**src/hw/rtl/shs_pkg.sv**
```systemverilog
`default_nettype none
package shs_pkg;

  localparam int DATA_W            = 64;
  localparam int IDX_W             = 3;
  localparam int NUM_BUCKETS       = 8;
  localparam int NUM_BOUNDARY_REGS = NUM_BUCKETS - 1;
  localparam int CFG_IDX_W         = 4;

  // Highest number of boundaries honored; larger settings are clamped
  localparam logic [IDX_W-1:0] MAX_BOUNDARIES = 3'd7;

  // Configuration register indexes
  localparam logic [CFG_IDX_W-1:0] REG_BOUNDARIES_IN_USE = 4'd0;
  localparam logic [CFG_IDX_W-1:0] REG_BOUNDARY_0        = 4'd1;

  // Operation codes carried on s_tuser
  localparam logic OP_RECORD = 1'b0;
  localparam logic OP_READ   = 1'b1;

  localparam int S_FIELDS_W = DATA_W + IDX_W;
  localparam int S_TDATA_W  = ((S_FIELDS_W + 7) / 8) * 8;
  localparam int M_FIELDS_W = 5 * DATA_W + 4 + IDX_W;
  localparam int M_TDATA_W  = ((M_FIELDS_W + 7) / 8) * 8;

  // Input tdata, lowest field last
  typedef struct packed {
    logic [S_TDATA_W-S_FIELDS_W-1:0] pad;
    logic [IDX_W-1:0]                bucket_select;
    logic [DATA_W-1:0]               sample_value;
  } sample_in_t;

  // Output tdata, lowest field last
  typedef struct packed {
    logic [M_TDATA_W-M_FIELDS_W-1:0] pad;
    logic [DATA_W-1:0]               bucket_total;
    logic [IDX_W-1:0]                bucket_num;
    logic                            bucket_overflow;
    logic                            sum_overflow;
    logic                            count_overflow;
    logic                            has_samples;
    logic [DATA_W-1:0]               maximum_seen;
    logic [DATA_W-1:0]               minimum_seen;
    logic [DATA_W-1:0]               sample_sum;
    logic [DATA_W-1:0]               sample_count;
  } result_t;

  // Global statistics snapshot taken at the front stage
  typedef struct packed {
    logic [DATA_W-1:0] count;
    logic [DATA_W-1:0] sum;
    logic [DATA_W-1:0] minv;
    logic [DATA_W-1:0] maxv;
    logic              has;
    logic              cov;
    logic              sov;
  } stats_t;

  // Transaction as it travels down the bucket cells
  typedef struct packed {
    logic              op;
    logic [IDX_W-1:0]  idx;
    logic              in_range;
    logic [DATA_W-1:0] total;
    logic              bkt_sat;
    stats_t            stats;
  } item_t;

endpackage
`default_nettype wire

```
**src/hw/rtl/shs_out.sv**
```systemverilog
`default_nettype none
module shs_out (
  input  wire logic                           clk,
  input  wire logic                           rst,
  input  wire logic                           in_valid,
  output logic                                in_ready,
  input  wire shs_pkg::item_t                 in_item,
  output logic                                m_tvalid,
  input  wire logic                           m_tready,
  output logic [shs_pkg::M_TDATA_W-1:0]       m_tdata
);

  logic             bkt_flag;
  logic             bkt_flag_next;
  shs_pkg::result_t result_next;
  logic             load;

  assign in_ready = !m_tvalid || m_tready;
  assign load     = in_valid && in_ready;

  always_comb begin
    bkt_flag_next               = bkt_flag | in_item.bkt_sat;
    result_next                 = '0;
    result_next.sample_count    = in_item.stats.count;
    result_next.sample_sum      = in_item.stats.sum;
    result_next.minimum_seen    = in_item.stats.minv;
    result_next.maximum_seen    = in_item.stats.maxv;
    result_next.has_samples     = in_item.stats.has;
    result_next.count_overflow  = in_item.stats.cov;
    result_next.sum_overflow    = in_item.stats.sov;
    result_next.bucket_overflow = bkt_flag_next;
    result_next.bucket_num      = in_item.idx;
    result_next.bucket_total    = in_item.total;
  end

  always_ff @(posedge clk) begin
    if (rst) begin
      bkt_flag <= 1'b0;
      m_tvalid <= 1'b0;
    end else begin
      if (load) begin
        bkt_flag <= bkt_flag_next;
      end
      if (in_ready) begin
        m_tvalid <= in_valid;
      end
    end
  end

  always_ff @(posedge clk) begin
    if (load) begin
      m_tdata <= result_next;
    end
  end

endmodule
`default_nettype wire

```
**config.mk**
```make
export PLATFORM = sky130hd
export DESIGN_NAME = shs_out
export DESIGN_NICKNAME = d
export VERILOG_FILES = /design/src/hw/rtl/shs_pkg.sv /design/src/hw/rtl/shs_out.sv
export SDC_FILE = /design/constraint.sdc
export NUM_CORES = 1
export LEC_CHECK = 0
export BUFFER_PORTS_ARGS = -buffer_cell sky130_fd_sc_hd__buf_2
export CORE_AREA = 10 10 250 252
export DETAILED_ROUTE_END_ITERATION = 10
export DIE_AREA = 0 0 260 262
export MAX_ROUTING_LAYER = met4
export PLACE_DENSITY = 0.37
export SLEW_MARGIN = 20
export SYNTH_ARGS = -nofsm -noshare
export SYNTH_HDL_FRONTEND = slang
export SYNTH_SLANG_ARGS = --single-unit
export TNS_END_PERCENT = 5
```
**constraint.sdc**
```tcl
create_clock -name clk -period 9.5 [get_ports clk]
set_input_delay 2.85 -clock clk [delete_from_list [all_inputs] [get_ports clk]]
set_output_delay 2.85 -clock clk [all_outputs]
set_load 0.005 [all_outputs]
```
# Word-level counts from Yosys, hierarchy flattened
# Cells that the tools add are included.
[classes] n_reduce_logical=3 bitwise=1
[ops] op="logical AND 1 bit" count=1
[ops] op="zero test 1 bit" count=1
[ops] op="logical OR 1 bit" count=1
[ops] op="bitwise OR 1 bit" count=1
[totals] ff_bits=329

# Longest topological paths before layout
[logic_depth] word_depth=3 depth_mapped=3

# Worst setup path after synthesis
# Ideal clock, no wire load.
[synth_timing] path_type="input to register" startpoint="input m_tready" endpoint="register m_tdata[0] in the netlist's numbering, enable pin" stages=2 required_time_ns=8.948 t_arrival_ns=6.874 path_buffers=0 slack_ns=2.074 cell_sequence="nand2b_4 > and2_2"
[synth_between] elab_chain_cells=2
[synth_rtl] element="start, declared" line_no="shs_out.sv:9" text="input wire logic m_tready,"
[synth_rtl] element="logical OR 1 bit" line_no="shs_out.sv:18" text="assign in_ready = !m_tvalid || m_tready;"
[synth_rtl] element="logical AND 1 bit" line_no="shs_out.sv:19" text="assign load = in_valid && in_ready;"
[synth_rtl] element="net load" line_no="shs_out.sv:16" text="logic load;"
[synth_rtl] element="end signal, assigned" line_no="shs_out.sv:52" text="m_tdata <= result_next;"
[synth_rtl] element="end, declared" line_no="shs_out.sv:10" text="output logic [shs_pkg::M_TDATA_W-1:0] m_tdata"
# The timed path passes the listed nets, and every way through them passes these cells.
# A chain may end at the register's enable or synchronous reset.

# Final worst setup path
[layout_timing] startpoint="input m_tready" endpoint="output in_ready"
[layout_between] elab_chain_cells=1
[layout_rtl] element="logical OR 1 bit" line_no="shs_out.sv:18"
[layout_rtl] element="end, declared" line_no="shs_out.sv:6" text="output logic in_ready,"
# No other way between the ends.

==> reports/qor.txt <==
DIE
--------------------------------------------------------------------------------
Cell Rows                                                                     88
Die Outline Area                                                       68120 µm²
Width of the die                                                          260 µm
Starting utilization of the core area                                     0.1729
I/O pin count                                                                663
Core Box Area                                                          57370 µm²
Vert. Die Dim                                                             262 µm

GLOBAL ROUTING
--------------------------------------------------------------------------------
Pin count of the biggest net entering global routing                         170
Global-route wire length before repair                                  50410 µm
Global route overflow                                                          0
Via count of the first global-routing pass                                  6703
Antenna violations before repair                                              12
Global router's overall resource usage                                    0.1072

TIMING
--------------------------------------------------------------------------------
Number of endpoints with negative hold slack in the final report               0
Rel. slew slack                                                           0.2797
Final slew viol count                                                          0
Final count of negative-setup-slack endpoints                                  0
Final min period                                                        6.072 ns
Fin crit share                                                            0.6392
Unrepaired setup endpoints after global routing                               no
Post-Route Hold Slack                                                  0.4574 ns
Tightest Pin Transition                                                 1.081 ns
Highest Clock Rate                                                     164.7 MHz
Final worst clock skew                                                0.01494 ns
Setup TNS                                                                   0 ns

SETUP PATH
--------------------------------------------------------------------------------
Path type of the worst setup path                                      in -> out
Critical path, cell by cell                                         buf_2 > nand2b_4 > buf_2
Endpoint of the worst-slack reg-to-reg timing path                  m_tdata[231]
Critical path startpoint category                                     input port
Worst-path maximum fanout                                                      4
Reg-to-reg slack, setup                                                  7.63 ns
Endpoint arrival time on the critical path                               3.22 ns
Critical Path Stages                                                           3
Peak per-stage delay on the critical path                                0.15 ns
Critical Path End Type                                                output pin
Top cell family by delay on the critical path                       buffers and inverters
R2R cell count                                                                 3
R2R Path Start                                                          m_tvalid
Worst path required time                                                 6.65 ns
Cell with the largest stage delay on the worst path                 sky130_fd_sc_hd__nand2b_4
Buf+Inv Stages, Crit Path                                                      2
Most prevalent standard cell on the critical path                   sky130_fd_sc_hd__buf_2

HOLD PATH
--------------------------------------------------------------------------------
Worst min-delay path endpoint                                           bkt_flag
Launch instance of the worst min-delay path                             bkt_flag
Cells on Worst Hold Path                                                       2
Class of the tightest hold or removal check                           reg -> reg

PLACEMENT
--------------------------------------------------------------------------------
Buffers added on ports                                                       659
Final Wtd Congestion                                                      0.7832
HPWL after detailed placement                                           31040 µm

DETAILED ROUTING
--------------------------------------------------------------------------------
DRT antenna net count                                                          0
Iteration-0 DRC Markers                                                      333
Vias per std cell                                                          3.365
Via count                                                                   6198
First drt pass iteration count                                                 4
DRC violation count after routing                                              0
Average routed wire per standard cell                                   21.13 µm
Detailed-route wire length                                              38920 µm

POWER
--------------------------------------------------------------------------------
Worst ir drop on vdd                                                   0.1216 mV
Power Density                                                       215.1 nW/µm²
Leak                                                                    6.380 nW

CTS
--------------------------------------------------------------------------------
Post-CTS setup buffer count                                                    0
Hold-fix buffer count after cts                                                0
Clock tree from TritonCTS                                                    yes
Clk_lat worst skew                                                       0.55 ns
Clock sinks                                                                  329
Clock buffers created by TritonCTS                                            39
CTS-repair resized insts                                                       0
Maximum level of the CTS H-tree                                                2
Root buffer selected by CTS                                         sky130_fd_sc_hd__clkbuf_16
Clock transition at the registers of the reported paths                  0.05 ns
Maximum number of buffers from clock root to sink                              3

SYNTHESIS
--------------------------------------------------------------------------------
Cells taking the most area after synthesis                          sky130_fd_sc_hd__edfxtp_1 99%, sky130_fd_sc_hd__dfxtp_1 0.40%, sky130_fd_sc_hd__nand2b_4 0.14%
Yosys warnings                                                                 0
Synthesized cell area                                                   9917 µm²
#FFs+latches synth                                                           329
Mean cell area of the mapped netlist                                   29.34 µm²
Top cell type's share of synthesized area                                 0.9902
Cell accounting for the most synthesized area                       sky130_fd_sc_hd__edfxtp_1
Number of nets produced by synthesis                                         671
Sequential element share of the synthesized area                          0.9942
Count of mapped cells out of synthesis                                       338
Count of different cell masters after synthesis                               11

FINISH
--------------------------------------------------------------------------------
Post-Route Utilization                                                    0.2680
Fraction of final layout cells with drive strength greater than 1         0.6692
Relative area change from synthesis to final layout                       55.01%
Number of nets in the layout                                                1372

JOB
--------------------------------------------------------------------------------
Max_cap viols                                                                  0

STATUS
--------------------------------------------------------------------------------
Outcome                                                             finished, final reports clean

-- synth_stat cells --
master / n
sky130_fd_sc_hd__a31oi_1: 1
sky130_fd_sc_hd__a21oi_1: 1
sky130_fd_sc_hd__buf_4: 1
sky130_fd_sc_hd__inv_1: 1
sky130_fd_sc_hd__edfxtp_1: 327
sky130_fd_sc_hd__conb_1: 1
sky130_fd_sc_hd__or2_2: 1
sky130_fd_sc_hd__nor2_1: 1
sky130_fd_sc_hd__and2_2: 1
sky130_fd_sc_hd__dfxtp_1: 2
sky130_fd_sc_hd__nand2b_4: 1
-- layout by cell type (no fill, tap or decap), drive strengths merged --
cell	n
inv	2
conb	1
diode	10
clkbuf	53
and2	1
nor2	1
edfxtp	327
or2	1
a31oi	1
nand2b	1
a21oi	1
clkinv	15
buf	661
dfxtp	2
-- worst reg2reg max path: cells and delay by family, from the launching register on --
kind / cells / cell delay, ns
buffers and inverters: 1 / 0.54
AND/OR/NAND/NOR: 2 / 0.29
flip-flops: 1 / 0.33
-- cells by family after synthesis --
family                 synth area share
AO/OA/AOI/OAI                  0.001135
buffers and inverters          0.001135
flip-flops                       0.9942
other                         0.0003781
AND/OR/NAND/NOR                0.003154
-- layer usage --
layer | routed length, µm | vias up | track usage
met2 | 20650 | 321 | 0.1862
met5 | 0 | - | -
met1 | 13330 | 3024 | 0.1080
li1 | - | 2795 | -
met4 | 827 | 0 | 0.03459
met3 | 4108 | 58 | 0.04451
-- final cells by class --
cell class	instances	area, µm²
Clock inverter	16	91.34
Inverter	1	3.754
Clock buffer	53	1050
Tap cell	765	957.2
Timing Repair Buffer	661	3338
Antenna cell	10	25.02
Multi-Input combinational cell	7	47.55
Sequential cell	329	9859
Fill cell	5896	41990
-- flip-flops by register name (all words and copies together), names as in the netlist --
name,count
bkt_flag,1
m_tdata,327
m_tvalid,1
-- worst max-delay path by stage --
stage,start,to,slack [ns]
final,m_tready,in_ready,3.43
after global routing,m_tready,in_ready,3.41
after CTS,m_tready,in_ready,3.42
after detailed placement,m_tready,in_ready,3.42
after global placement,m_tready,in_ready,3.42
after floorplan,m_tready,m_tdata[0],2.07
-- where the power goes --
part | internal (mW) | leakage, nW | switching (mW) | total (mW)
registers | 1.70 | 3.18 | 0.0213 | 1.72
clock network | 0.775 | 0.561 | 0.589 | 1.36
logic | 0.101 | 2.64 | 0.118 | 0.219
-- metrics by stage --
| step | power (mW) | instances | area (µm²) | worst slack (ns) |
|---|---|---|---|---|
| 2_1_floorplan | 1.802 | 338 | 9917 | 2.074 |
| 3_3_place_gp | 1.980 | 1763 | 14210 | 3.422 |
| 3_5_place_dp | 1.982 | 1763 | 14210 | 3.420 |
| 4_1_cts | 3.387 | 1832 | 15350 | 3.420 |
| 5_1_grt | 3.462 | 1840 | 15370 | 3.414 |
| 6_report | 3.306 | 1842 | 15370 | 3.428 |
Note: power is estimated with default switching activity, not from simulation.
