`src/hw/rtl/shs_pkg.sv`:
```
`default_nettype none
package shs_pkg;

  localparam int DATA_W            = 64;
  localparam int IDX_W             = 3;
  localparam int NUM_BUCKETS       = 8;
  localparam int NUM_BOUNDARY_REGS = NUM_BUCKETS - 1;
  localparam int CFG_IDX_W         = 4;

  // Highest number of boundaries honored; larger settings are clamped
  localparam logic [IDX_W-1:0] MAX_BOUNDARIES = 3'd7;

  // Configuration register indexes
  localparam logic [CFG_IDX_W-1:0] REG_BOUNDARIES_IN_USE = 4'd0;
  localparam logic [CFG_IDX_W-1:0] REG_BOUNDARY_0        = 4'd1;

  // Operation codes carried on s_tuser
  localparam logic OP_RECORD = 1'b0;
  localparam logic OP_READ   = 1'b1;

  localparam int S_FIELDS_W = DATA_W + IDX_W;
  localparam int S_TDATA_W  = ((S_FIELDS_W + 7) / 8) * 8;
  localparam int M_FIELDS_W = 5 * DATA_W + 4 + IDX_W;
  localparam int M_TDATA_W  = ((M_FIELDS_W + 7) / 8) * 8;

  // Input tdata, lowest field last
  typedef struct packed {
    logic [S_TDATA_W-S_FIELDS_W-1:0] pad;
    logic [IDX_W-1:0]                bucket_select;
    logic [DATA_W-1:0]               sample_value;
  } sample_in_t;

  // Output tdata, lowest field last
  typedef struct packed {
    logic [M_TDATA_W-M_FIELDS_W-1:0] pad;
    logic [DATA_W-1:0]               bucket_total;
    logic [IDX_W-1:0]                bucket_num;
    logic                            bucket_overflow;
    logic                            sum_overflow;
    logic                            count_overflow;
    logic                            has_samples;
    logic [DATA_W-1:0]               maximum_seen;
    logic [DATA_W-1:0]               minimum_seen;
    logic [DATA_W-1:0]               sample_sum;
    logic [DATA_W-1:0]               sample_count;
  } result_t;

  // Global statistics snapshot taken at the front stage
  typedef struct packed {
    logic [DATA_W-1:0] count;
    logic [DATA_W-1:0] sum;
    logic [DATA_W-1:0] minv;
    logic [DATA_W-1:0] maxv;
    logic              has;
    logic              cov;
    logic              sov;
  } stats_t;

  // Transaction as it travels down the bucket cells
  typedef struct packed {
    logic              op;
    logic [IDX_W-1:0]  idx;
    logic              in_range;
    logic [DATA_W-1:0] total;
    logic              bkt_sat;
    stats_t            stats;
  } item_t;

endpackage
`default_nettype wire

```
`src/hw/rtl/shs_front.sv`:
```
`default_nettype none
module shs_front (
  input  wire logic                           clk,
  input  wire logic                           rst,
  input  wire logic                           cfg_valid,
  input  wire logic [shs_pkg::CFG_IDX_W-1:0]  cfg_index,
  input  wire logic [shs_pkg::DATA_W-1:0]     cfg_data,
  input  wire logic                           in_valid,
  output logic                                in_ready,
  input  wire logic                           in_op,
  input  wire logic [shs_pkg::DATA_W-1:0]     in_sample,
  input  wire logic [shs_pkg::IDX_W-1:0]      in_sel,
  output logic                                out_valid,
  input  wire logic                           out_ready,
  output shs_pkg::item_t                      out_item
);

  logic [shs_pkg::IDX_W-1:0]  bnd_in_use;
  logic [shs_pkg::DATA_W-1:0] boundary [shs_pkg::NUM_BOUNDARY_REGS];

  logic [shs_pkg::DATA_W-1:0] count, sum, minv, maxv;
  logic                       cov, sov;
  logic [shs_pkg::DATA_W-1:0] count_next, sum_next, min_next, max_next;
  logic                       cov_next, sov_next;

  logic [shs_pkg::IDX_W-1:0]  used;
  logic [shs_pkg::IDX_W-1:0]  hit_count;
  logic [shs_pkg::DATA_W:0]   sum_wide;
  shs_pkg::item_t             item_next;
  logic                       load;

  assign in_ready = !out_valid || out_ready;
  assign load     = in_valid && in_ready;

  always_comb begin
    used = (bnd_in_use > shs_pkg::MAX_BOUNDARIES) ? shs_pkg::MAX_BOUNDARIES : bnd_in_use;
    hit_count = '0;
    for (int i = 0; i < shs_pkg::NUM_BOUNDARY_REGS; i++) begin
      if ((shs_pkg::IDX_W'(i) < used) && (boundary[i] < in_sample)) begin
        hit_count = hit_count + 1'b1;
      end
    end
  end

  always_comb begin
    sum_wide   = {1'b0, sum} + {1'b0, in_sample};
    count_next = count;
    sum_next   = sum;
    min_next   = minv;
    max_next   = maxv;
    cov_next   = cov;
    sov_next   = sov;
    item_next  = '0;
    item_next.op = in_op;
    if (in_op == shs_pkg::OP_RECORD) begin
      if (count == '1) begin
        cov_next = 1'b1;
      end else begin
        count_next = count + 1'b1;
      end
      if (sum_wide[shs_pkg::DATA_W]) begin
        sum_next = '1;
        sov_next = 1'b1;
      end else begin
        sum_next = sum_wide[shs_pkg::DATA_W-1:0];
      end
      if (in_sample < minv) begin
        min_next = in_sample;
      end
      if (in_sample > maxv) begin
        max_next = in_sample;
      end
      item_next.idx      = hit_count;
      item_next.in_range = 1'b1;
    end else begin
      item_next.idx      = in_sel;
      item_next.in_range = (in_sel <= used);
    end
    item_next.stats.count = count_next;
    item_next.stats.sum   = sum_next;
    item_next.stats.has   = (count_next != '0);
    item_next.stats.minv  = item_next.stats.has ? min_next : '0;
    item_next.stats.maxv  = item_next.stats.has ? max_next : '0;
    item_next.stats.cov   = cov_next;
    item_next.stats.sov   = sov_next;
  end

  always_ff @(posedge clk) begin
    if (rst) begin
      bnd_in_use <= '0;
      for (int i = 0; i < shs_pkg::NUM_BOUNDARY_REGS; i++) begin
        boundary[i] <= '0;
      end
      count     <= '0;
      sum       <= '0;
      minv      <= '1;
      maxv      <= '0;
      cov       <= 1'b0;
      sov       <= 1'b0;
      out_valid <= 1'b0;
    end else begin
      if (cfg_valid) begin
        if (cfg_index == shs_pkg::REG_BOUNDARIES_IN_USE) begin
          bnd_in_use <= cfg_data[shs_pkg::IDX_W-1:0];
        end
        for (int i = 0; i < shs_pkg::NUM_BOUNDARY_REGS; i++) begin
          if (cfg_index == shs_pkg::REG_BOUNDARY_0 + shs_pkg::CFG_IDX_W'(i)) begin
            boundary[i] <= cfg_data;
          end
        end
      end
      if (load) begin
        count <= count_next;
        sum   <= sum_next;
        minv  <= min_next;
        maxv  <= max_next;
        cov   <= cov_next;
        sov   <= sov_next;
      end
      if (in_ready) begin
        out_valid <= in_valid;
      end
    end
  end

  always_ff @(posedge clk) begin
    if (load) begin
      out_item <= item_next;
    end
  end

endmodule
`default_nettype wire

```
`config.mk`:
```
export PLATFORM = sky130hd
export DESIGN_NAME = shs_front
export DESIGN_NICKNAME = d
export VERILOG_FILES = /design/src/hw/rtl/shs_pkg.sv /design/src/hw/rtl/shs_front.sv
export SDC_FILE = /design/constraint.sdc
export NUM_CORES = 2
export LEC_CHECK = 0
export BUFFER_PORTS_ARGS = -buffer_cell sky130_fd_sc_hd__buf_2
export CAP_MARGIN = 5
export CORE_MARGIN = 1.5
export CORE_UTILIZATION = 50
export CTS_CLUSTER_DIAMETER = 100
export DETAILED_ROUTE_END_ITERATION = 10
export PLACE_DENSITY = 0.69
export SETUP_SLACK_MARGIN = 0.05
export SYNTH_ARGS = -nofsm -noshare
export SYNTH_HDL_FRONTEND = slang
export SYNTH_SLANG_ARGS = --single-unit
```
`constraint.sdc`:
```
create_clock -name clk -period 11.15 [get_ports clk]
set_input_delay 0 -clock clk [delete_from_list [all_inputs] [get_ports clk]]
set_output_delay 0 -clock clk [all_outputs]
set_load 0.05 [all_outputs]
```
After elaboration in Yosys (flattened, before gate mapping)

Memories as Yosys holds them, arrays and structs flattened.
Cells that the tools add are included.

RAM bits: 448
Memories: 1
Bits in registers: 526
Output and inout bits: 331

$lt $le $gt $ge: 18
Eq/ne operators: 8
Bitwise logic cells: 7
$add $sub $neg: 8
Muxes and demuxes: 58
Reduce and logical (&&, ||, !) cells: 13

Memories:

| name     | depth | bits a word | read ports | clocked after memory_dff | write ports | RTL line        | text |
|---|---|---|---|---|---|---|---|
| boundary | 7     | 64          | 7          | 0                        | 7           | shs_front.sv:19 | `logic [shs_pkg::DATA_W-1:0] boundary [shs_pkg::NUM_BOUNDARY_REGS];` |

Operators with widths:

| operator                | count |
|---|---|
| $mux W64                | 15 |
| $lt A64 B64 Y1          | 8 |
| $add A64 B64 Y65        | 1 |
| $add A64 B1 Y64 const B | 1 |
| $eq A64 B64 Y1 const B  | 1 |
| $gt A64 B64 Y1          | 1 |
| $reduce_bool A64 Y1     | 1 |
| $mux W1                 | 35 |
| $mux W3                 | 7 |
| $add A3 B1 Y3 const B   | 6 |
| $eq A4 B3 Y1 const B    | 4 |
| $lt A3 B3 Y1 const A    | 3 |
| $eq A4 B2 Y1 const B    | 2 |
| $logic_and A1 B1 Y1     | 8 |
| $or A1 B1 Y1            | 7 |
| $lt A1 B3 Y1 const A    | 2 |
| $lt A2 B3 Y1 const A    | 2 |
| $eq A4 B1 Y1 const B    | 1 |
| $logic_not A4 Y1        | 1 |
| $mux W4                 | 1 |
| $gt A3 B3 Y1 const B    | 1 |
| $le A3 B3 Y1            | 1 |
| $reduce_and A2 Y1       | 1 |
| $logic_not A1 Y1        | 1 |
| $logic_or A1 B1 Y1      | 1 |

Longest topological paths before layout

Word-level depth: 18
Depth in mapped cells: 28
Depth with buffers taken out: 28

Worst setup path before layout

No wires, ideal clock.

Path kind: register -> register
From: register out_valid
To: register sum[29] in the netlist's numbering
Path buffers: 2
Stages on the path, launching flop included: 7
Arrival: 9.544 ns
Path slack: 1.078 ns
Period minus slack after synthesis: 10.072 ns
Data required time: 10.622 ns
Cell sequence: dfxtp_1 > nand2b_1 > nand2_1 > inv_1 > clkbuf_1 > buf_1 > a221oi_1

Longest elaborated chain between the ends: 3

RTL lines:

| what                   | RTL line         | text |
|---|---|---|
| from (decl)            | shs_front.sv:13  | `output logic out_valid,` |
| from (signal assigned) | shs_front.sv:121 | `out_valid <= in_valid;` |
| $logic_not A1 Y1       | shs_front.sv:32  | `assign in_ready = !out_valid \|\| out_ready;` |
| $logic_or A1 B1 Y1     | shs_front.sv:32  |  |
| net in_ready           | shs_front.sv:9   | `output logic in_ready,` |
| $logic_and A1 B1 Y1    | shs_front.sv:33  | `assign load = in_valid && in_ready;` |
| net load               | shs_front.sv:30  | `logic load;` |
| to (signal assigned)   | shs_front.sv:114 | `sum <= sum_next;` |
| to (decl)              | shs_front.sv:21  | `logic [shs_pkg::DATA_W-1:0] count, sum, minv, maxv;` |

The timed path passes the listed nets, and every way through them passes these cells.
A chain may end at the register's enable or synchronous reset.

==> metrics.md <==
| Metric | Value |
|---|---|
| Max Freq | 146 MHz |
| Slowest CP cell | a221oi_1 |
| Clock share of power | 38.1% |
| Post-Synth Simple-Gate Area | 16.1% |
| Relative slew margins | 20.0% |
| Final setup viols | 0 |
| Initial antenna violation count | 6 |
| RSZ-0062 raised after global routing | no |
| Main combinational cell family by area after synthesis | simple AND/OR/NAND/NOR gates |
| Core area | 0.111 mm2 |
| Num CTS Buffers | 109 |
| First-pass GRT wire length | 250,000 um |
| Crit path launch type | register |
| WL/cell | 22.0 um |
| Pwr per Cell Area | 154 mW/mm2 |
| Share of synthesized area spent on multiplexers | 1.66% |
| Slowest stage delay, CP | 810 ps |
| Share of cells above drive strength 1 | 11.2% |
| Nets | 6,843 |
| Initial drt markers | 4,616 |
| Mapped cell area | 0.0556 mm2 |
| H-tree levels | 3 |
| Int Pwr | 6.90 mW |
| Vias in the first global route | 41,500 |
| Synthesized flop and latch total | 974 |
| Die X | 337 um |
| EDFF count, synth | 712 |
| CTS Sinks | 974 |
| Total power | 9.80 mW |
| Placed Cells | 7,291 |
| CP Cell Sequence | ha_1 -> a21o_1 -> a21o_1 -> a21o_1 -> a21o_1 -> a211oi_1 -> o21bai_1 -> a31o_2 -> a221oi_1 -> o21ai_0 -> a21o_1 -> ha_1 -> o311ai_0 -> ha_1 -> mux2_2 -> ha_1 -> mux2_2 -> ha_1 -> mux2_2 -> ha_1 -> nand2_1 -> xor2_1 -> xnor2_1 -> o21ai_0 |
| Post-synthesis compound-gate area fraction | 12.0% |
| Worst EP required | 11,590 ps |
| Net Sw Power | 2.90 mW |
| Fill cells | 9,494 |
| Worst Setup Path Type | register to register |
| Syn_area_per_cell | 9.93 um2 |
| Final hold vios | 0 |
| CTS tree | done |
| CP max FO | 5 |
| Hold Path Class | input pin to register |
| Initial core utilization | 50.3% |
| Detailed-route via count | 44,200 |
| Status | finished clean |
| Max rail drop VDD | 0.140 mV |
| Final Wtd Congestion | 0.950 |
| Largest net degree at the start of global routing | 97 |
| Async S/R FF share, synth | 0% |
| Full die area | 0.113 mm2 |
| Comb pwr share | 18.6% |
| Die outline height | 337 um |
| Gr usage total | 29.0% |
| Setup Fix Bufs, Post-CTS | 0 |
| Dominant synthesized flop cell | edfxtp_1 |
| DRT Wirelength | 168,000 um |
| Post-synthesis sequential area ratio | 47.9% |
| Final worst slack | 4320 ps |
| Fin crit period | 6830 ps |
| Synth warnings | 0 |
| Switching portion of total power | 29.6% |
| Io pins | 472 |
| Mapped Cells | 5,602 |
| CP dominant cell by count | ha_1 |
| Fin. max-slew vios | 0 |
| DRT Pass-1 Iters | 6 |
| Clock transition at path regs | 60 ps |
| Final worst-path cycle share | 61.3% |
| Residual DRC | 0 |
| Crit end category | register |
| Non-Filler Instances | 7,642 |
| Post-DRT Antenna Nets | 0 |
| Final HPWL DP | 122,000 um |
| Synth Area in XOR/XNOR | 2.91% |
| Maxcap violations | 0 |
| Arr. time, crit path | 7270 ps |
| Final Skew | 19.7 ps |
| Syn-to-layout area delta | 14.7% |
| DP Worst Slack | 4260 ps |
| Std-Cell Rows | 122 |
| Sequential power share | 43.3% |
| Unique masters post-synth | 78 |
| CTS resizes | 0 |
| Total negative slack | 0 ps |
| Port-buffer cells | 406 |
| Leak pwr | 27.5 nW |
| Synth Area in Adders | 14.5% |
| Overflow after GRT | 0 |
| Clock Latency Late Sink | 710 ps |
| DR vias/cell | 5.78 |
| Clock root buffer | clkbuf_16 |
| Worst Max-Slew Pin Slew | 1200 ps |
| CTS max path bufs | 3 |
[stage by stage]
stage	instance area (um2)	hold WS [ps]	util, %
final	63800	11.9	57.7
after floorplan	55900	98.9	-
after global routing	63800	43.0	57.7
after CTS	63800	7.52	57.7
after detailed placement	58700	257	53.1
after global placement	58700	249	53.1
[logic make-up (layout without fill, tap and decap cells)]
kind of cell,count (synthesis),after routing
simple gates,1974,1974
compound gates,1089,1089
flops,974,974
buf+inv,648,1133
fa+ha+maj,643,643
xor+xnor,183,183
mux,90,90
other cells,1,68
[Yosys cell counts (66+ instances only)]
master,number,area share (%)
a21o_1,172,2.3
a21oi_1,479,4.3
buf_4,66,0.89
clkbuf_1,193,1.3
dfxtp_1,262,9.4
edfxtp_1,712,38
ha_1,642,14
inv_1,333,2.2
mux2i_1,70,1.3
nand2_1,224,1.5
nand2b_1,98,1.1
nand3_1,79,0.71
nand4_1,145,1.6
nor2_1,1059,7.1
nor3_1,192,1.7
o21ai_0,175,1.6
xnor2_1,101,1.6
xor2_1,81,1.3
[final timing paths]
check / slack (ps) / to / start / cells after the start
setup / recovery: 4320 / out_item[327] / boundary[0][1] / 24
hold reg to reg: 500 / sum[40] / sum[40] / 2
hold / removal: 10 / boundary[6][4] / cfg_index[1] / 2
setup reg to reg: 4320 / out_item[327] / boundary[0][1] / 24
[layout make-up]
cell class / count / area [um2] / share of cell area (%)
clock inverter: 59 / 684 / 1.07
clock buffer: 144 / 2990 / 4.69
multi-input combinational: 4044 / 26500 / 41.6
timing repair buffer: 597 / 3840 / 6.02
sequential: 974 / 26600 / 41.7
antenna: 3 / 7.51 / 0.0118
inverter: 333 / 1260 / 1.97
tap: 1488 / 1860 / 2.92
[state kept, by name, summed over array words and instances, names as in the netlist]
| register | cells |
|---|---|
| bnd_in_use | 3 |
| boundary | 448 |
| count | 64 |
| cov | 1 |
| maxv | 64 |
| minv | 64 |
| out_item | 264 |
| out_valid | 1 |
| sov | 1 |
| sum | 64 |
[layout by cell type, fill, tap and decap left out, drive strengths merged, types with 24 or more instances in the layout]
| master | Yosys | layout |
|---|---|---|
| nor3 | 194 | 194 |
| a221oi | 24 | 24 |
| ha | 642 | 642 |
| nor2 | 1060 | 1060 |
| clkbuf | 193 | 144 |
| a211oi | 47 | 47 |
| a31oi | 27 | 27 |
| a21oi | 479 | 479 |
| mux2i | 70 | 70 |
| dfxtp | 262 | 262 |
| buf | 122 | 452 |
| o21a | 25 | 25 |
| dlygate4sd3 | 0 | 145 |
| conb | 1 | 65 |
| o21ai | 175 | 175 |
| xor2 | 81 | 81 |
| nand3 | 79 | 79 |
| edfxtp | 712 | 712 |
| nand4 | 145 | 145 |
| nand2 | 224 | 224 |
| nor4 | 29 | 29 |
| nand2b | 98 | 98 |
| or3 | 29 | 29 |
| clkinv | 0 | 37 |
| a21o | 172 | 172 |
| xnor2 | 101 | 101 |
| nor2b | 34 | 34 |
| inv | 333 | 337 |
[worst max-delay path, delay by kind of cell, from the launching register on]
kind	cells	cell delay, ps
fa+ha+maj	6	1700
simple gates	1	70
xor+xnor	2	310
mux	3	810
flops	1	370
compound gates	12	3320
[what timing repair did]
action,CTS,global route
endpoints found under the setup margin,0,0
endpoints found under the hold margin,655,0
hold buffers,145,0
[layer usage]
metal	GRT usage, %	up-vias	wire, um	part of all wire, %
met5	0	-	0	0
met4	10.6	0	5840	3.5
met3	4.71	270	14100	8.4
met2	46.1	1860	76200	45
met1	40.0	21200	72000	43
li1	-	20900	-	-
[power by group through the flow]
stage | clock network (mW) | logic [mW] | registers (mW)
after floorplan | 0 | 0.974 | 4.59
after global placement | 0 | 1.72 | 4.32
after detailed placement | 0 | 1.75 | 4.32
after CTS | 3.77 | 1.80 | 4.25
after global routing | 3.91 | 1.98 | 4.26
final | 3.73 | 1.82 | 4.25
No activity file was read; power rests on OpenSTA's default activity.
