`config.mk`:
```
export PLATFORM = sky130hd
export DESIGN_NAME = shs_cell
export DESIGN_NICKNAME = d
export VERILOG_FILES = /design/src/hw/rtl/shs_pkg.sv /design/src/hw/rtl/shs_cell.sv
export SDC_FILE = /design/constraint.sdc
export NUM_CORES = 1
export LEC_CHECK = 0
export ABC_CLOCK_PERIOD_IN_PS = 22100
export CAP_MARGIN = 20
export CORE_AREA = 2 2 257 259
export CTS_BUF_LIST = sky130_fd_sc_hd__clkbuf_4 sky130_fd_sc_hd__clkbuf_8
export DETAILED_ROUTE_END_ITERATION = 16
export DIE_AREA = 0 0 259 261
export DONT_BUFFER_PORTS = 1
export PLACE_DENSITY = 0.48
export REMOVE_ABC_BUFFERS = 1
export SKIP_CTS_REPAIR_TIMING = 1
export SLEW_MARGIN = 5
export SYNTH_ARGS = -nofsm -noshare
export SYNTH_HDL_FRONTEND = slang
export SYNTH_SLANG_ARGS = --single-unit
```
`constraint.sdc`:
```
create_clock -name clk -period 22.1 [get_ports clk]
set_input_delay 2.21 -clock clk [delete_from_list [all_inputs] [get_ports clk]]
set_output_delay 2.21 -clock clk [all_outputs]
set_load 0.03 [all_outputs]
```
`src/hw/rtl/shs_pkg.sv`:
```
`default_nettype none
package shs_pkg;

  localparam int DATA_W            = 64;
  localparam int IDX_W             = 3;
  localparam int NUM_BUCKETS       = 8;
  localparam int NUM_BOUNDARY_REGS = NUM_BUCKETS - 1;
  localparam int CFG_IDX_W         = 4;

  // Highest number of boundaries honored; larger settings are clamped
  localparam logic [IDX_W-1:0] MAX_BOUNDARIES = 3'd7;

  // Configuration register indexes
  localparam logic [CFG_IDX_W-1:0] REG_BOUNDARIES_IN_USE = 4'd0;
  localparam logic [CFG_IDX_W-1:0] REG_BOUNDARY_0        = 4'd1;

  // Operation codes carried on s_tuser
  localparam logic OP_RECORD = 1'b0;
  localparam logic OP_READ   = 1'b1;

  localparam int S_FIELDS_W = DATA_W + IDX_W;
  localparam int S_TDATA_W  = ((S_FIELDS_W + 7) / 8) * 8;
  localparam int M_FIELDS_W = 5 * DATA_W + 4 + IDX_W;
  localparam int M_TDATA_W  = ((M_FIELDS_W + 7) / 8) * 8;

  // Input tdata, lowest field last
  typedef struct packed {
    logic [S_TDATA_W-S_FIELDS_W-1:0] pad;
    logic [IDX_W-1:0]                bucket_select;
    logic [DATA_W-1:0]               sample_value;
  } sample_in_t;

  // Output tdata, lowest field last
  typedef struct packed {
    logic [M_TDATA_W-M_FIELDS_W-1:0] pad;
    logic [DATA_W-1:0]               bucket_total;
    logic [IDX_W-1:0]                bucket_num;
    logic                            bucket_overflow;
    logic                            sum_overflow;
    logic                            count_overflow;
    logic                            has_samples;
    logic [DATA_W-1:0]               maximum_seen;
    logic [DATA_W-1:0]               minimum_seen;
    logic [DATA_W-1:0]               sample_sum;
    logic [DATA_W-1:0]               sample_count;
  } result_t;

  // Global statistics snapshot taken at the front stage
  typedef struct packed {
    logic [DATA_W-1:0] count;
    logic [DATA_W-1:0] sum;
    logic [DATA_W-1:0] minv;
    logic [DATA_W-1:0] maxv;
    logic              has;
    logic              cov;
    logic              sov;
  } stats_t;

  // Transaction as it travels down the bucket cells
  typedef struct packed {
    logic              op;
    logic [IDX_W-1:0]  idx;
    logic              in_range;
    logic [DATA_W-1:0] total;
    logic              bkt_sat;
    stats_t            stats;
  } item_t;

endpackage
`default_nettype wire

```
`src/hw/rtl/shs_cell.sv`:
```
`default_nettype none
module shs_cell (
  input  wire logic                       clk,
  input  wire logic                       rst,
  input  wire logic [shs_pkg::IDX_W-1:0]  cell_id,
  input  wire logic                       in_valid,
  output logic                            in_ready,
  input  wire shs_pkg::item_t             in_item,
  output logic                            out_valid,
  input  wire logic                       out_ready,
  output shs_pkg::item_t                  out_item
);

  logic [shs_pkg::DATA_W-1:0] cnt;
  logic [shs_pkg::DATA_W-1:0] cnt_next;
  shs_pkg::item_t             item_next;
  logic                       load;

  assign in_ready = !out_valid || out_ready;
  assign load     = in_valid && in_ready;

  // Only the cell whose id matches the bucket touches the transaction
  always_comb begin
    cnt_next  = cnt;
    item_next = in_item;
    if (in_item.idx == cell_id) begin
      if (in_item.op == shs_pkg::OP_RECORD) begin
        if (cnt == '1) begin
          item_next.bkt_sat = 1'b1;
        end else begin
          cnt_next = cnt + 1'b1;
        end
        item_next.total = cnt_next;
      end else begin
        item_next.total = in_item.in_range ? cnt : '0;
      end
    end
  end

  always_ff @(posedge clk) begin
    if (rst) begin
      cnt       <= '0;
      out_valid <= 1'b0;
    end else begin
      if (load) begin
        cnt <= cnt_next;
      end
      if (in_ready) begin
        out_valid <= in_valid;
      end
    end
  end

  always_ff @(posedge clk) begin
    if (load) begin
      out_item <= item_next;
    end
  end

endmodule
`default_nettype wire

```
* After elaboration in Yosys (flattened, before gate mapping)
Cells that the tools add are included.
Storage, ports and cells: bits in registers 394, input port bits 336, output and inout bits 331, logic and storage cells 28
Operators by class: add/subtract/negate cells 1, equal/unequal tests 2, multiplexer cells 6, bitwise logic cells 1, reduce and logical (&&, ||, !) cells 4
Operators by type and width (count):
- two-way mux 64 bit | 3
- two-way mux 65 bit | 1
- adder 64 x 1 -> 64 bit, second input constant | 1
- == test 64 bit, second input constant | 1
- == test 3 bit | 1
- AND reduction 3 bit | 1
- two-way mux 1 bit | 2
- logical AND 1 bit | 1
- logical NOT 1 bit | 1
- logical OR 1 bit | 1
- NOT 1 bit | 1

* Depth between registers and ports, before layout
Gate-level depths: netlist (run 1).
depth after elaboration 4, gate-level depth with buffers 11, gate-level depth less buffers 7

* Worst setup path before layout (run 1)
No wires, ideal clock.
kind input port to flip-flop, start input port out_ready, end register out_item[0] (netlist bit), enable pin, library setup time 678 ps, arrival 8995 ps, required time 21422 ps, setup slack 12427 ps, stages 3, path buffers 0, cell sequence nand2b_1 nand2_1 inv_1
On the way: word-level cells in the longest chain between the ends 2
RTL lines:
- start, declared | line shs_cell.sv:10 | input wire logic out_ready,
- logical OR 1 bit | line shs_cell.sv:19 | assign in_ready = !out_valid || out_ready;
- logical AND 1 bit | line shs_cell.sv:20 | assign load = in_valid && in_ready;
- via load | line shs_cell.sv:17 | logic load;
- end signal, assigned | line shs_cell.sv:56 | out_item <= item_next;
- end, declared | line shs_cell.sv:11 | output shs_pkg::item_t out_item
The timed path passes the listed nets, and every way through them passes these cells. A chain may end at the register's enable or synchronous reset.

* Worst setup path after layout (run 1)
start input port out_ready, end register out_item[171] (netlist bit), enable pin
Same word-level chain as after synthesis.

==> flow_summary.toml, run 1 <==
[synthesis]
synth_top_area_share = 0.615
yosysUniqueCellTypes = 73
post_synth_main_area_contributors = "sky130_fd_sc_hd__edfxtp_1 62%, sky130_fd_sc_hd__dfxtp_1 8.1%, sky130_fd_sc_hd__nor2_1 2.4%"
synth_seq_cells = 394
syn-cell-area_um2 = 16100
syn_inst = 1220
yosysTopAreaCell = "sky130_fd_sc_hd__edfxtp_1"
post_synth_edffs = 329
top_reg_cell_synth = "sky130_fd_sc_hd__edfxtp_1"
synth-warning-count = 0
sequential_fraction_of_the_synthesis_area = 0.696
synth-async-reset-ratio = 0
average_footprint_of_a_synthesized_cell_um2 = 13.2

[outcome]
status = "completed"

[global_route]
globalRoute.busiestLayer = "met2"
grt_start_max_net_pins = 104
wire_length_of_the_first_global_routing_pass_um = 101000
grt_use_met1 = 0.248
number_of_antenna_violations_at_the_first_check_in_global_routing = 63
globalRouteOverflowTotal = 0
use_met3 = 0.138
gr-usage-all-layers = 0.225
grtUsageMet2 = 0.363
first_global_vias = 10400

[route]
avgViaCountPerCell = 5.26
total_detailed_routing_wirelength_um = 80000
dr_total_vias = 11400
route.detailed.drc = 0
detailedRoute.firstIterationViolations = 1108
detail_route.wl_per_cell_um = 37.0
detail_route.first_pass.iterations = 6
drt.antenna.violating_nets = 0

[timing]
fin_skew_ps = 26.8
timing.final.setup_violations = 0
minimum_period_implied_by_the_final_worst_setup_slack_ps = 4930
report.final.slew_viol_count = 0
finalCritPeriodShare = 0.223
fin_tns_setup_ps = 0
hold_viol_final = 0
rel_slew_slack = 0.238
timing.fmax_ghz = 0.203
timing_worst_slew_pin_value_ps = 1140
rsz_0062_raised_after_global_routing = "false"
timing.final.ws_setup_ps = 17170

[floorplan]
io_pins = 667
initial_util = 0.247
design.core.area_um2 = 65000
die_h_um = 261
core.rowCount = 94
chipWidth_um = 259
dieArea_um2 = 67600

[worst_setup_path]
cp_data_required_time_ps = 22360
worst_ep_arrival_time_ps = 5190
worstReg2RegStart = "cnt[0]"
endpoint_kind = "flip-flop"
ff2ff_setup_slack_ps = 18200
timing.rr.end = "cnt[29]"
timing_worst_setup_path_type = "in2reg"
reg2reg_depth = 8
critPathLaunchType = "input port"
critical_path.max_fanout = 103

[cells_and_area]
final_core_utilization = 0.284
area_growth_pct = 15.1
drive_above_1_share = 0.131
final_net_count = 1567

[cts]
clk_transition_reported_paths_ps = 60
numClockSinks = 394
htree_levels = 3
tritoncts = "yes"
clock_latency_reported_for_the_late_side_of_the_worst_skew_pair_ps = 650
cts_bufs_inserted = 73
clockRootBuffer = "sky130_fd_sc_hd__clkbuf_8"
cts_max_path_buffers = 3

[min_path]
hold_path_end = "cnt[1]"
min_delay_path_depth = 2
holdCritPathClass = "reg2reg"
hold_path.startpoint = "cnt[1]"

[pwr]
pwr_density_cell_nw_per_um2 = 96.5
peakVddDrop_mv = 0.0457
power.static_leakage_nw = 5.76

[place]
gp_congestion = 0.967
detailedPlace.worstSlack_ps = 16520
buffer_ports.inserted = 0
dpl.hpwl_um = 60400

[run]
maxCapViolations = 0
## registers in the layout, indices dropped and copies added (netlist names)
signal / count
cnt: 64
out_valid: 1
out_item: 329
## per-stage QoR
| stage | area, um^2 | std cells | total power [mW] | hold WS, ps |
|---|---|---|---|---|
| 2_1_floorplan | 15700 | 1139 | 1.00 | 480 |
| 3_3_place_gp | 16900 | 2018 | 1.04 | 508 |
| 3_5_place_dp | 16900 | 2019 | 1.04 | 517 |
| 4_1_cts | 18400 | 2149 | 1.81 | 525 |
| 5_1_grt | 18500 | 2153 | 1.84 | 569 |
| 6_report | 18500 | 2164 | 1.78 | 522 |
## layer usage
| layer | up-vias | share of wire |
|---|---|---|
| met3 | 158 | 0.14 |
| met5 | - | 0.0047 |
| met2 | 634 | 0.47 |
| met1 | 5746 | 0.36 |
| li1 | 4786 | - |
| met4 | 56 | 0.024 |
## logic make-up after synthesis
| family | synth area share |
|---|---|
| flip-flops | 0.696 |
| multiplexers | 0.00881 |
| AND/OR/NAND/NOR | 0.152 |
| AO/OA/AOI/OAI | 0.102 |
| adder cells (fa/ha/maj) | 0.000779 |
| XOR/XNOR | 0.0131 |
| buffers and inverters | 0.0272 |
## cells in the mapped netlist, drive strengths merged (3+ instances only)
| library cell | number |
|---|---|
| clkbuf | 57 |
| buf | 24 |
| or2 | 6 |
| o311a | 3 |
| o21ai | 39 |
| a31o | 4 |
| nor2b | 25 |
| a211o | 4 |
| xor2 | 13 |
| nor2 | 101 |
| mux2i | 7 |
| mux2 | 6 |
| a31oi | 27 |
| nor4 | 16 |
| nand2 | 76 |
| nor3 | 25 |
| a211oi | 6 |
| a21oi | 55 |
| a221oi | 6 |
| dfxtp | 65 |
| inv | 12 |
| o31a | 4 |
| or4 | 20 |
| xnor2 | 11 |
| o21ba | 3 |
| and2 | 8 |
| or3 | 44 |
| and4 | 18 |
| o211ai | 42 |
| o311ai | 18 |
| and3 | 20 |
| edfxtp | 329 |
| nand3 | 47 |
| nand4 | 39 |
| nand2b | 6 |
## worst max-delay path, stage by stage
cell                       delay [ps]
sky130_fd_sc_hd__nand2b_1         310
sky130_fd_sc_hd__nand2_1          240
sky130_fd_sc_hd__inv_8            520
sky130_fd_sc_hd__buf_4            870
sky130_fd_sc_hd__buf_4            800
## worst max path at each step
stage                         start             to  slack (ps)  cells past startpoint
after CTS                 out_ready  out_item[171]       17220                      5
final                     out_ready  out_item[171]       17170                      5
after global routing      out_ready  out_item[171]       17030                      5
after detailed placement  out_ready   out_item[12]       16520                      5
after floorplan           out_ready    out_item[0]       12430                      3
after global placement    out_ready  out_item[191]       16580                      5
## area by class of cell
type / count / area, um^2
multi-input cells: 733 / 4460
fillers: 6614 / 46600
inverters: 12 / 52.6
clock buffers: 105 / 1310
repair buffers: 16 / 118
clock inverters: 25 / 235
flip-flops and latches: 394 / 11200
diodes: 15 / 37.5
well taps: 864 / 1080
## power by group
group	internal [mW]	switching, mW	total [mW]
Clock	0.430	0.330	0.761
Sequential	0.858	0.112	0.971
Combinational	0.0122	0.0402	0.0525
Total	1.30	0.483	1.78
## cells in the final DEF (no fill, tap or decap), types with 19 or more instances in the layout
| master | instances |
|---|---|
| sky130_fd_sc_hd__a21oi_1 | 53 |
| sky130_fd_sc_hd__a31oi_1 | 27 |
| sky130_fd_sc_hd__and3_1 | 19 |
| sky130_fd_sc_hd__clkbuf_4 | 21 |
| sky130_fd_sc_hd__clkbuf_8 | 84 |
| sky130_fd_sc_hd__dfxtp_1 | 65 |
| sky130_fd_sc_hd__edfxtp_1 | 329 |
| sky130_fd_sc_hd__nand2_1 | 76 |
| sky130_fd_sc_hd__nand3_1 | 46 |
| sky130_fd_sc_hd__nand4_1 | 38 |
| sky130_fd_sc_hd__nor2_1 | 100 |
| sky130_fd_sc_hd__nor2b_1 | 25 |
| sky130_fd_sc_hd__nor3_1 | 24 |
| sky130_fd_sc_hd__o211ai_1 | 40 |
| sky130_fd_sc_hd__o21ai_0 | 32 |
| sky130_fd_sc_hd__or3_1 | 44 |
(Power assumes the default switching activity.)
==> inputs of run 2 (changes only) <==
--- a/config.mk
+++ b/config.mk
@@ -5,7 +5,7 @@
 export SDC_FILE = /design/constraint.sdc
 export NUM_CORES = 1
 export LEC_CHECK = 0
-export ABC_CLOCK_PERIOD_IN_PS = 22100
+export ABC_CLOCK_PERIOD_IN_PS = 4700
 export CAP_MARGIN = 20
 export CORE_AREA = 2 2 257 259
 export CTS_BUF_LIST = sky130_fd_sc_hd__clkbuf_4 sky130_fd_sc_hd__clkbuf_8
==> constraint.sdc (replaced) <==
create_clock -name clk -period 4.7 [get_ports clk]
set_input_delay 0.47 -clock clk [delete_from_list [all_inputs] [get_ports clk]]
set_output_delay 0.47 -clock clk [all_outputs]
set_load 0.03 [all_outputs]
==> flow_summary.toml, run 2 (synthesis gave the netlist of run 1 again) <==
[timing]
final.hold.worst_slack_ps = -1.46
hold_viol_final = 1
rsz_0062_raised_after_global_routing = "false"
rel_slew_slack = 0.169
minimum_period_implied_by_the_final_worst_setup_slack_ps = 3690
timing.final.setup_violations = 0
fin_tns_setup_ps = 0
report.final.slew_viol_count = 0
finalCritPeriodShare = 0.785
timing_worst_slew_pin_value_ps = 1230
timing.fmax_ghz = 0.271
fin_skew_ps = 36.0

[cts]
clock_latency_reported_for_the_late_side_of_the_worst_skew_pair_ps = 660
tritoncts = "yes"
cts_max_path_buffers = 3
cts_bufs_inserted = 72
htree_levels = 3
numClockSinks = 394
clk_transition_reported_paths_ps = 60
clockRootBuffer = "sky130_fd_sc_hd__clkbuf_8"

[outcome]
failed_checks = "negative hold slack"
status = "finished with violations"

[place]
buffer_ports.inserted = 0
placedInstanceArea_um2 = 17000
dpl.hpwl_um = 62100
gp_congestion = 0.983

[cells_and_area]
max_ffs_per_register = 329
postLayoutCellArea_um2 = 21200
final_net_count = 1842
multiInputGateArea_um2 = 4460
area_growth_pct = 31.7
largest_register = "out_item"
filler_cell_count = 6469
mostFrequentLayoutCell = "sky130_fd_sc_hd__edfxtp_1"
most-common-layout-cells = "329 x sky130_fd_sc_hd__edfxtp_1, 270 x sky130_fd_sc_hd__dlygate4sd3_1, 100 x sky130_fd_sc_hd__nor2_1, 76 x sky130_fd_sc_hd__nand2_1, 74 x sky130_fd_sc_hd__clkbuf_8"
drive_above_1_share = 0.109
reg_top3 = "out_item (329), cnt (64), out_valid (1)"
register_area_um2 = 11200

[floorplan]
io_pins = 667
core.rowCount = 94
dieArea_um2 = 67600
initial_util = 0.247
design.core.area_um2 = 65000
die_h_um = 261
chipWidth_um = 259

[pwr]
power.static_leakage_nw = 6.87
peakVddDrop_mv = 0.149
pwr_density_cell_nw_per_um2 = 399

[min_path]
hold_path.startpoint = "rst"
holdCritPathClass = "in2reg"

[route]
drt.antenna.violating_nets = 0
route.detailed.drc = 0
dr_total_vias = 12700
total_detailed_routing_wirelength_um = 84800
detailedRoute.firstIterationViolations = 1507
detail_route.wl_per_cell_um = 34.8
detail_route.first_pass.iterations = 7
avgViaCountPerCell = 5.23

[worst_setup_path]
crit_path_top_delay_cell = "sky130_fd_sc_hd__a21oi_1"
critPathLaunchType = "flip-flop"
cp_data_required_time_ps = 5040
max_stage_delay_ps = 780
timing_worst_setup_path_type = "reg2reg"
worstReg2RegStart = "cnt[50]"
worstSetupStartpoint = "cnt[50]"
critical_path.max_fanout = 9
worstPathCellList = "nand4_1 > nor2_1 > and4_1 > buf_4 > a21oi_1 > nand2_1 > buf_4 > o311ai_0"
endpoint_kind = "flip-flop"
worst_ep_arrival_time_ps = 4030
critical-path-top-cell-by-count = "sky130_fd_sc_hd__buf_4"

[global_route]
wire_length_of_the_first_global_routing_pass_um = 104000
number_of_antenna_violations_at_the_first_check_in_global_routing = 30
grt_start_max_net_pins = 84
first_global_vias = 10700
globalRouteOverflowTotal = 0
gr-usage-all-layers = 0.230

[run]
maxCapViolations = 0
run 2: cell types whose count changed in the layout (fill, tap and decap cells not counted), moves of 2 or more:
cell                            before  now
sky130_fd_sc_hd__clkinv_1           13   17
sky130_fd_sc_hd__bufinv_16           4    2
sky130_fd_sc_hd__clkinv_2            3    9
sky130_fd_sc_hd__inv_8               1    3
sky130_fd_sc_hd__diode_2            15   12
sky130_fd_sc_hd__dlygate4sd3_1       0  270
sky130_fd_sc_hd__clkbuf_8           84   74
sky130_fd_sc_hd__clkinvlp_4          0    3
sky130_fd_sc_hd__buf_4              15   17
sky130_fd_sc_hd__buf_12              0    4
run 2: final timing paths:
path / endpoint / slack (ps) / depth (start not counted)
hold / removal: cnt[3] / -1 / 3
setup reg to reg: out_item[292] / 1010 / 8
setup / recovery: out_item[292] / 1010 / 8
hold reg to reg: cnt[1] / 540 / 2
run 2: layout make-up:
class,count,share of cell area
sequential,394,0.529
multi-input combinational,733,0.211
timing repair buffer,292,0.139
clock buffer,95,0.0556
tap,864,0.0511
clock inverter,35,0.0109
inverter,12,0.00248
antenna,12,0.00142
run 2: through the flow:
stage	cells	setup WS, ps	total power, mW	utilization	hold slack, ps
6_report	2437	1010	8.44	0.325	-1.46
5_1_grt	2431	993	8.69	0.325	0.783
4_1_cts	2154	1190	8.30	0.283	-184
3_5_place_dp	2024	1230	4.93	0.261	522
2_1_floorplan	1139	-3230	4.71	-	480
3_3_place_gp	2024	1140	4.93	0.261	494
run 2: report_power, final:
part | internal (mW) | switching [mW] | leakage [nW]
Combinational | 0.218 | 0.286 | 2.42
Clock | 1.76 | 1.59 | 0.740
Sequential | 4.03 | 0.556 | 3.71
Total | 6.01 | 2.43 | 6.87
run 2: worst max-delay path: cells and delay by family (launching register included):
| kind | cells | cell delay, ps |
|---|---|---|
| AO/OA/AOI/OAI | 2 | 1490 |
| AND/OR/NAND/NOR | 4 | 970 |
| buffers and inverters | 2 | 480 |
| flip-flops | 1 | 410 |
run 2: layer usage:
layer	GRT usage	vias to the layer above	routed length [um]
li1	-	5323	-
met1	0.281	6507	33600
met2	0.367	768	40000
met3	0.0949	126	8580
met4	0.0763	14	2480
met5	0	-	97
